## src/rtl/sec_pkg.sv

```systemverilog
`timescale 1ns / 1ps
// sec_pkg: shared types and constants for the seeded chunk entity generator
// word layouts, configuration bundle, register indexes, hash and generator constants
// no dependencies

package sec_pkg;

    localparam int CFG_DATA_W = 32;
    localparam int CFG_IDX_W  = 3;

    // splitmix64 finalizer constants
    localparam logic [63:0] MIX_GOLDEN = 64'h9E3779B97F4A7C15;
    localparam logic [63:0] MIX_C1     = 64'hBF58476D1CE4E5B9;
    localparam logic [63:0] MIX_C2     = 64'h94D049BB133111EB;

    // xorshift64 state after reset
    localparam logic [63:0] RNG_RESET  = 64'hA3C59AC3F0E1D2B5;

    // register reset values
    localparam logic [31:0] SEED_RESET     = 32'd1;
    localparam logic [13:0] ENTITIES_RESET = 14'd0;
    localparam logic [8:0]  LAYERS_RESET   = 9'd5;
    localparam logic [6:0]  TEXTURES_RESET = 7'd1;
    localparam logic [23:0] MAX_POS_RESET  = 24'd14336;

    // saturation limits
    localparam logic [13:0] MAX_ENTITIES = 14'd8192;
    localparam logic [8:0]  MAX_LAYERS   = 9'd256;
    localparam logic [6:0]  MAX_TEXTURES = 7'd64;

    typedef enum logic [CFG_IDX_W-1:0] {
        REG_SEED     = 3'd0,
        REG_ENTITIES = 3'd1,
        REG_LAYERS   = 3'd2,
        REG_TEXTURES = 3'd3,
        REG_MAX_POS  = 3'd4
    } reg_index_t;

    typedef struct packed {
        logic               first_of_chunk;
        logic signed [31:0] chunk_x;
        logic signed [31:0] chunk_y;
    } req_word_t;

    typedef struct packed {
        logic        entity_valid;
        logic [23:0] pos_x;
        logic [23:0] pos_y;
        logic [7:0]  layer_index;
        logic [5:0]  texture_index;
        logic        rect_large;
        logic        last_entity;
    } rsp_word_t;

    typedef struct packed {
        logic [31:0] seed;
        logic [13:0] entities_per_chunk;
        logic [8:0]  z_layers;
        logic [6:0]  texture_count;
        logic [23:0] max_pos;
    } cfg_t;

    // handshake between the sequencer and the output stage
    typedef struct packed {
        logic      done;
        rsp_word_t result;
    } core_status_t;

endpackage

```

## src/rtl/sec_mul.sv

```systemverilog
`timescale 1ns / 1ps
// sec_mul: shared 32x32 unsigned multiplier with a registered product
// depends on nothing; used by sec_core for hash and range products

module sec_mul
(
    input  logic        clk,
    input  logic [31:0] a,
    input  logic [31:0] b,
    output logic [63:0] product
);

    logic [63:0] product_reg;

    always_ff @(posedge clk)
    begin
        product_reg <= {32'b0, a} * {32'b0, b};
    end

    assign product = product_reg;

endmodule

```

## src/rtl/sec_core.sv

```systemverilog
`timescale 1ns / 1ps
// sec_core: sequencer and datapath for reseeding and entity draws
// depends on sec_pkg and sec_mul (one shared multiplier for all products)

module sec_core
(
    input  logic                 clk,
    input  logic                 rst_n,
    input  sec_pkg::cfg_t        cfg,
    input  logic                 start,
    input  sec_pkg::req_word_t   req,
    input  logic                 take,
    output logic                 idle,
    output sec_pkg::core_status_t status
);

    typedef enum logic [4:0] {
        ST_IDLE = 5'b00001,
        ST_ADD  = 5'b00010,
        ST_MUL  = 5'b00100,
        ST_DRAW = 5'b01000,
        ST_DONE = 5'b10000
    } state_t;

    state_t             state_reg, state_next;
    logic [1:0]         k_reg, k_next;       // partial product step
    logic [1:0]         m_reg, m_next;       // which hash multiply
    logic [2:0]         d_reg, d_next;       // which draw
    logic [63:0]        rng_reg, rng_next;
    logic [13:0]        count_reg, count_next;
    logic [63:0]        v_reg, v_next;
    logic [63:0]        acc_reg, acc_next;
    sec_pkg::rsp_word_t res_reg, res_next;

    logic [31:0] mul_a, mul_b;
    logic [63:0] product;

    logic [13:0] total;
    logic [8:0]  layers;
    logic [6:0]  textures;
    logic        gen_ok;
    logic [63:0] mix_k;
    logic [63:0] add_sum;
    logic [31:0] acc_hi_sum;
    logic [63:0] mul_sum;
    logic [63:0] mixed;
    logic [63:0] rng_step;
    logic [31:0] word;
    logic [13:0] count_inc;

    function automatic logic [63:0] xorshift(input logic [63:0] s);
        logic [63:0] t;
        t = s ^ (s << 13);
        t = t ^ (t >> 7);
        t = t ^ (t << 17);
        return t;
    endfunction

    sec_mul u_mul
    (
        .clk     (clk),
        .a       (mul_a),
        .b       (mul_b),
        .product (product)
    );

    // effective configuration
    assign total    = (cfg.entities_per_chunk > sec_pkg::MAX_ENTITIES) ?
                      sec_pkg::MAX_ENTITIES : cfg.entities_per_chunk;
    assign layers   = (cfg.z_layers == 9'd0) ? 9'd1 :
                      ((cfg.z_layers > sec_pkg::MAX_LAYERS) ? sec_pkg::MAX_LAYERS : cfg.z_layers);
    assign textures = (cfg.texture_count > sec_pkg::MAX_TEXTURES) ?
                      sec_pkg::MAX_TEXTURES : cfg.texture_count;
    assign gen_ok   = (total != 14'd0) && (textures != 7'd0) && (count_reg < total);

    assign mix_k      = m_reg[0] ? sec_pkg::MIX_C2 : sec_pkg::MIX_C1;
    assign add_sum    = v_reg + sec_pkg::MIX_GOLDEN;
    assign acc_hi_sum = acc_reg[63:32] + product[31:0];
    assign mul_sum    = {acc_hi_sum, acc_reg[31:0]};
    assign mixed      = m_reg[0] ? (mul_sum ^ (mul_sum >> 31)) : (mul_sum ^ (mul_sum >> 27));
    assign rng_step   = xorshift(rng_reg);
    assign word       = rng_step[63:32];
    assign count_inc  = count_reg + 14'd1;

    // operand select for the shared multiplier
    always_comb
    begin
        mul_a = v_reg[31:0];
        mul_b = mix_k[31:0];
        if (state_reg == ST_MUL)
        begin
            case (k_reg)
                2'd1:
                begin
                    mul_a = v_reg[31:0];
                    mul_b = mix_k[63:32];
                end
                2'd2:
                begin
                    mul_a = v_reg[63:32];
                    mul_b = mix_k[31:0];
                end
                default:
                begin
                    mul_a = v_reg[31:0];
                    mul_b = mix_k[31:0];
                end
            endcase
        end
        else if (state_reg == ST_DRAW)
        begin
            mul_a = word;
            case (d_reg)
                3'd0, 3'd1: mul_b = {8'b0, cfg.max_pos};
                3'd2:       mul_b = {23'b0, layers};
                3'd3:       mul_b = {25'b0, textures};
                default:    mul_b = 32'd0;
            endcase
        end
    end

    always_comb
    begin
        state_next = state_reg;
        k_next     = k_reg;
        m_next     = m_reg;
        d_next     = d_reg;
        rng_next   = rng_reg;
        count_next = count_reg;
        v_next     = v_reg;
        acc_next   = acc_reg;
        res_next   = res_reg;

        case (state_reg)
            ST_IDLE:
            begin
                if (start)
                begin
                    if (req.first_of_chunk)
                    begin
                        v_next     = {req.chunk_x, req.chunk_y};
                        count_next = 14'd0;
                        m_next     = 2'd0;
                        state_next = ST_ADD;
                    end
                    else if (gen_ok)
                    begin
                        d_next     = 3'd0;
                        state_next = ST_DRAW;
                    end
                    else
                    begin
                        res_next   = '0;
                        state_next = ST_DONE;
                    end
                end
            end
            ST_ADD:
            begin
                v_next     = add_sum ^ (add_sum >> 30);
                k_next     = 2'd0;
                state_next = ST_MUL;
            end
            ST_MUL:
            begin
                k_next = k_reg + 2'd1;
                case (k_reg)
                    2'd1: acc_next = product;
                    2'd2: acc_next = mul_sum;
                    2'd3:
                    begin
                        case (m_reg)
                            2'd1:
                            begin
                                // second hash starts from seed xor coordinate hash
                                v_next     = mixed ^ {32'b0, cfg.seed};
                                m_next     = 2'd2;
                                state_next = ST_ADD;
                            end
                            2'd3:
                            begin
                                rng_next = mixed;
                                if (gen_ok)
                                begin
                                    d_next     = 3'd0;
                                    state_next = ST_DRAW;
                                end
                                else
                                begin
                                    res_next   = '0;
                                    state_next = ST_DONE;
                                end
                            end
                            default:
                            begin
                                v_next = mixed;
                                m_next = m_reg + 2'd1;
                            end
                        endcase
                    end
                    default: ;
                endcase
            end
            ST_DRAW:
            begin
                // product of the previous draw is ready this cycle
                rng_next = rng_step;
                d_next   = d_reg + 3'd1;
                case (d_reg)
                    3'd1: res_next.pos_x       = product[55:32];
                    3'd2: res_next.pos_y       = product[55:32];
                    3'd3: res_next.layer_index = product[39:32];
                    3'd4:
                    begin
                        res_next.texture_index = product[37:32];
                        res_next.rect_large    = word[0];
                        res_next.entity_valid  = 1'b1;
                        res_next.last_entity   = (count_inc == total);
                        count_next             = count_inc;
                        state_next             = ST_DONE;
                    end
                    default: ;
                endcase
            end
            ST_DONE:
            begin
                if (take)
                begin
                    state_next = ST_IDLE;
                end
            end
            default:
            begin
                state_next = ST_IDLE;
            end
        endcase
    end

    always_ff @(posedge clk or negedge rst_n)
    begin
        if (!rst_n)
        begin
            state_reg <= ST_IDLE;
            k_reg     <= 2'd0;
            m_reg     <= 2'd0;
            d_reg     <= 3'd0;
            rng_reg   <= sec_pkg::RNG_RESET;
            count_reg <= 14'd0;
        end
        else
        begin
            state_reg <= state_next;
            k_reg     <= k_next;
            m_reg     <= m_next;
            d_reg     <= d_next;
            rng_reg   <= rng_next;
            count_reg <= count_next;
        end
    end

    always_ff @(posedge clk)
    begin
        v_reg   <= v_next;
        acc_reg <= acc_next;
        res_reg <= res_next;
    end

    assign idle          = (state_reg == ST_IDLE);
    assign status.done   = (state_reg == ST_DONE);
    assign status.result = res_reg;

endmodule

```

## src/rtl/seeded_chunk_entity_generator.sv

```systemverilog
`timescale 1ns / 1ps
// seeded_chunk_entity_generator: top level with configuration registers and output stage
// depends on sec_pkg and sec_core
//
// usage
//   request channel (req_valid / req_ready / req): one word asks for one entity of a
//   chunk; first_of_chunk set reseeds the xorshift64 generator from the seed register
//   and the chunk coordinates through two splitmix64 finalizers and restarts the count
//   response channel (rsp_valid / rsp_ready / rsp): exactly one word per request;
//   entity_valid low with all fields zero past the entity count or when disabled
//   configuration: cfg_we writes cfg_data into register cfg_index at the clock edge;
//   the user must write only while the block is idle, the block does not enforce this; no read-back
// timing
//   one item at a time; req_ready is high only while the sequencer is idle and comes
//   back in the same cycle as rsp_valid rises, once the result enters the output register
//   request without reseed: five draws, four of them scaled through the shared 32x32
//   multiplier, then the output register load
//   request with reseed: two additions and four 64-bit hash multiplies, each built from
//   three partial products through the same multiplier, come first
//   empty word: no draws, only the reseed passes when it carries a reseed
// reset
//   rst_n clears registers to their reset values, the generator to its fixed start
//   state and the entity count to zero; no clearing pass
// stall
//   a finished word waits in the output register while rsp_ready is low; the block
//   still accepts the next request and holds its result until the register frees up

module seeded_chunk_entity_generator
(
    input  logic                                clk,
    input  logic                                rst_n,
    input  logic                                req_valid,
    output logic                                req_ready,
    input  sec_pkg::req_word_t                  req,
    output logic                                rsp_valid,
    input  logic                                rsp_ready,
    output sec_pkg::rsp_word_t                  rsp,
    input  logic                                cfg_we,
    input  logic [sec_pkg::CFG_IDX_W-1:0]       cfg_index,
    input  logic [sec_pkg::CFG_DATA_W-1:0]      cfg_data
);

    sec_pkg::cfg_t         cfg_reg, cfg_next;
    logic                  rsp_valid_reg, rsp_valid_next;
    sec_pkg::rsp_word_t    rsp_reg;
    sec_pkg::core_status_t status;
    logic                  core_idle;
    logic                  start;
    logic                  load;

    // configuration writes
    always_comb
    begin
        cfg_next = cfg_reg;
        if (cfg_we)
        begin
            case (sec_pkg::reg_index_t'(cfg_index))
                sec_pkg::REG_SEED:     cfg_next.seed               = cfg_data[31:0];
                sec_pkg::REG_ENTITIES: cfg_next.entities_per_chunk = cfg_data[13:0];
                sec_pkg::REG_LAYERS:   cfg_next.z_layers           = cfg_data[8:0];
                sec_pkg::REG_TEXTURES: cfg_next.texture_count      = cfg_data[6:0];
                sec_pkg::REG_MAX_POS:  cfg_next.max_pos            = cfg_data[23:0];
                default: ;  // unmapped index, write dropped
            endcase
        end
    end

    always_ff @(posedge clk or negedge rst_n)
    begin
        if (!rst_n)
        begin
            cfg_reg.seed               <= sec_pkg::SEED_RESET;
            cfg_reg.entities_per_chunk <= sec_pkg::ENTITIES_RESET;
            cfg_reg.z_layers           <= sec_pkg::LAYERS_RESET;
            cfg_reg.texture_count      <= sec_pkg::TEXTURES_RESET;
            cfg_reg.max_pos            <= sec_pkg::MAX_POS_RESET;
        end
        else
        begin
            cfg_reg <= cfg_next;
        end
    end

    // request side: only an idle sequencer takes a word
    assign req_ready = core_idle;
    assign start     = req_valid && core_idle;

    sec_core u_core
    (
        .clk    (clk),
        .rst_n  (rst_n),
        .cfg    (cfg_reg),
        .start  (start),
        .req    (req),
        .take   (load),
        .idle   (core_idle),
        .status (status)
    );

    // output register; loads when empty or being drained this cycle
    assign load = status.done && (!rsp_valid_reg || rsp_ready);

    always_comb
    begin
        rsp_valid_next = rsp_valid_reg;
        if (load)
        begin
            rsp_valid_next = 1'b1;
        end
        else if (rsp_ready)
        begin
            rsp_valid_next = 1'b0;
        end
    end

    always_ff @(posedge clk or negedge rst_n)
    begin
        if (!rst_n)
        begin
            rsp_valid_reg <= 1'b0;
        end
        else
        begin
            rsp_valid_reg <= rsp_valid_next;
        end
    end

    always_ff @(posedge clk)
    begin
        if (load)
        begin
            rsp_reg <= status.result;
        end
    end

    assign rsp_valid = rsp_valid_reg;
    assign rsp       = rsp_reg;

endmodule

```

## config.mk

```make
export PLATFORM = sky130hd
export DESIGN_NAME = seeded_chunk_entity_generator
export DESIGN_NICKNAME = d
export VERILOG_FILES = /design/src/rtl/sec_pkg.sv /design/src/rtl/sec_mul.sv /design/src/rtl/sec_core.sv /design/src/rtl/seeded_chunk_entity_generator.sv
export SDC_FILE = /design/constraint.sdc
export NUM_CORES = 2
export LEC_CHECK = 0
export BUFFER_PORTS_ARGS = -buffer_cell sky130_fd_sc_hd__buf_2
export CAP_MARGIN = 10
export CORE_MARGIN = 4
export CORE_UTILIZATION = 35
export DETAILED_ROUTE_END_ITERATION = 12
export PLACE_DENSITY = 0.6
export SLEW_MARGIN = 20
export SYNTH_ARGS = -nofsm -noshare
export SYNTH_HDL_FRONTEND = slang
export SYNTH_SLANG_ARGS = --single-unit
```

## constraint.sdc

```tcl
create_clock -name clk -period 11.83 [get_ports clk]
set_clock_uncertainty 0.05 [all_clocks]
set_input_delay 0 -clock clk [delete_from_list [all_inputs] [get_ports clk]]
set_output_delay 0 -clock clk [all_outputs]
set_load 0.02 [all_outputs]
```

==> impl_metrics.env <==
export IMPL_synth_ff_type="edfxtp_1"
export IMPL_ys_warnings_count=0
export IMPL_clock_root_buffer="clkbuf_16"
export IMPL_synthXorXnorAreaFrac_pct=6.630
export IMPL_rows=149
export IMPL_synthArstFlopShare_pct=35.47
export IMPL_critical_path_required_ns=12.31
export IMPL_cts_sinks=499
export IMPL_viasPerCell=5.407
export IMPL_core_sq_um=165200
export IMPL_setup_viol=0
export IMPL_synth_compound_area_share_pct=8.558
export IMPL_synthTopCellsByArea="fa_1 30%, edfxtp_1 13%, ha_1 7.6%, inv_1 6.5%, dfrtp_1 5.8%"
export IMPL_nFillCells=16420
export IMPL_grt_max_degree=116
export IMPL_largest_register_ff_count=86
export IMPL_hold_class="in -> async"
export IMPL_cp_slowest_stage_delay_ns=0.95
export IMPL_syn_nets=7489
export IMPL_slew_headroom_pct=22.94
export IMPL_drt_pre_antenna_iters=8
export IMPL_drive_above_1_share_pct=9.956
export IMPL_worst_slew_pin_slew_ns=1.156
export IMPL_grt_pass1_wl_microns=321000
export IMPL_crit_path_top_delay_cell="a2111oi_2"
export IMPL_post_route_drc_count=0
export IMPL_finalCriticalPeriod_ns=11.33
export IMPL_synth_top_family_by_area="adder cells"
export IMPL_reg2reg_slack_ns=0.50
export IMPL_port_buffers=171
export IMPL_synthMuxAreaShare_pct=2.914
export IMPL_ios=172
export IMPL_tns_ns=0
export IMPL_rsz0062_at_grt="false"
export IMPL_crit_fanout=13
export IMPL_htreeDepth=2
export IMPL_clk_latency_ns=0.65
export IMPL_yosys_area_share_simple_pct=12.82
export IMPL_status="complete, but fails checks"
export IMPL_ys_seq_area_share_pct=23.19
export IMPL_die_y_microns=416.0
export IMPL_hold_viol=2
export IMPL_maxSlewViolCount=0
export IMPL_area_growth_pct=11.62
export IMPL_cp_arrival_ns=11.80
export IMPL_multiInputGateArea_sq_um=40080
export IMPL_crit_buf_inv=3
export IMPL_syn_area_per_cell_sq_um=9.454
export IMPL_path_class="reg -> reg"
export IMPL_failed_checks="hold timing"
export IMPL_wl_microns=218900
export IMPL_overflow=0
export IMPL_routedWlPerCell_microns=25.58
export IMPL_synth_top_area_cell="fa_1"
export IMPL_min_period_over_period_pct=95.74
export IMPL_crit_family="adder cells"
export IMPL_cts_setup_buffers=0
export IMPL_synth_fa_ha_area_share_pct=37.40
export IMPL_holdWs_ns=-0.005880
export IMPL_synth_edf_count=258
export IMPL_placed_area_sq_um=62000
export IMPL_dp_hpwl_microns=177400
export IMPL_endpoint_kind="register"
export IMPL_clockBufferDepth=3
export IMPL_cap_violations=0
export IMPL_numCtsBuffers=54
export IMPL_cp_start_kind="register"
export IMPL_initial_core_util_pct=35.27
export IMPL_die_area_sq_um=173000
export IMPL_place_congestion=0.9989
export IMPL_syn_area_sq_um=58260
export IMPL_cts_resized=0
export IMPL_syn_inst=6162
export IMPL_antenna_left=0
export IMPL_cpMostUsedCell="fa_1"
export IMPL_grt_usage_pct=25.02
export IMPL_antenna_found_initial=7
export IMPL_regArea_sq_um=13510
export IMPL_fin_area_sq_um=65030
export IMPL_drtIter0Drc=5024
export IMPL_grt_pass1_vias=47100
export IMPL_vias=46280
export IMPL_ys_ff_latch=499
export IMPL_die_w_microns=416.0
export IMPL_clk_pin_slew_ns=0.07
export IMPL_clock_fmax_mhz=88.29
export IMPL_cts_tree="built"
export IMPL_layout_nets=7649
export IMPL_yosysUniqueCellTypes=90
export IMPL_netlist_area_leader_share_pct=29.76
-- layout make-up --
class | count | area share (%)
multi-input combinational | 4348 | 61.63
sequential | 499 | 20.78
inverter | 1003 | 5.789
timing repair buffer | 416 | 4.602
tap | 2189 | 4.212
clock buffer | 79 | 2.461
clock inverter | 23 | 0.5176
antenna | 3 | 0.01154
-- synthesized netlist by cell type, types with 9 or more instances --
library cell  count
ha_1            356
a211oi_1         14
nor2b_1          64
a21o_1           47
inv_1          1003
nor3_1           37
dfstp_2          41
nand3_1          60
xor2_1          140
nor2_1          644
nand4_1          22
a31oi_1          38
or2_2            20
mux2_2          109
o22ai_1          27
dfxtp_1          64
o21ai_0         183
and2_1           56
o211ai_1         15
xnor2_1         301
nor4_1           16
buf_1            19
a221o_1           9
a22oi_1          49
o221ai_1         26
o221a_2          13
o21a_1           31
o21bai_1         18
clkbuf_1        288
nand2b_1         22
a21boi_0         11
fa_1            866
dfrtp_1         136
a21oi_1         199
nand2_1         763
edfxtp_1        258
mux2i_1          47
and3_1           33
-- logic make-up after synthesis --
kind of cell,count (synthesis)
AO/OA/AOI/OAI,763
XOR/XNOR,441
adder cells (fa/ha/maj),1222
buffers and inverters,1315
flip-flops,499
multiplexers,156
AND/OR/NAND/NOR,1766
-- layer usage --
layer | routed length (microns) | track usage, % | up-vias
met5 | 28 | 0 | -
met4 | 12980 | 12.12 | 4
met3 | 20180 | 4.838 | 461
met2 | 96280 | 38.48 | 2337
met1 | 89470 | 33.93 | 23680
li1 | - | - | 19800
-- final timing paths --
check / start / end / cells after the start
worst min-delay path: rst_n / u_core.count_reg[8]$_DFFE_PN0P_ / 2
worst max register to register: u_core.state_reg[1]$_DFFE_PN0P_ / u_core.u_mul.product[63]$_DFF_P_ / 30
max in group asynchronous: rst_n / u_core.m_reg[0]$_DFFE_PN0P_ / 3
min in group clk: rsp_ready / rsp_valid$_DFFE_PN0P_ / 3
worst max-delay path: u_core.state_reg[1]$_DFFE_PN0P_ / u_core.u_mul.product[63]$_DFF_P_ / 30
worst min register to register: u_core.status[13]$_DFFE_PP_ / rsp[13]$_DFFE_PP_ / 0
-- cells in the final DEF (no fill, tap or decap), types with 109 or more instances in the layout --
cell,count
inv_1,1003
fa_1,866
nand2_1,763
nor2_1,638
ha_1,355
xnor2_1,300
edfxtp_1,258
a21oi_1,189
o21ai_0,174
buf_2,170
xor2_1,139
dfrtp_1,135
buf_4,135
mux2_2,109
-- metrics by stage --
stage | util [%] | worst slack (ns) | instances
2_1_floorplan | - | 2.899 | 6162
3_3_place_gp | 37.51 | 0.9349 | 8347
3_5_place_dp | 37.53 | 0.7358 | 8348
4_1_cts | 39.36 | 0.6555 | 8557
5_1_grt | 39.37 | 0.07957 | 8557
6_report | 39.37 | 0.5039 | 8560
-- timing repair --
item                       in CTS  in global routing
hold endpoints to repair      241                  0
setup endpoints to repair       0                  0
hold buffers                  107                  0
-- worst register-to-register path, delay by kind of cell, from the launching register on --
kind / cells / cell delay (ns)
compound gates: 9 / 2.88
fa+ha+maj: 9 / 4.36
buf+inv: 3 / 0.43
flops: 1 / 0.40
mux: 1 / 0.18
simple gates: 8 / 2.89
Power is left out: the tool's default activity adds up to more than one toggle a clock period on the data nets, which glitch-free logic cannot reach.
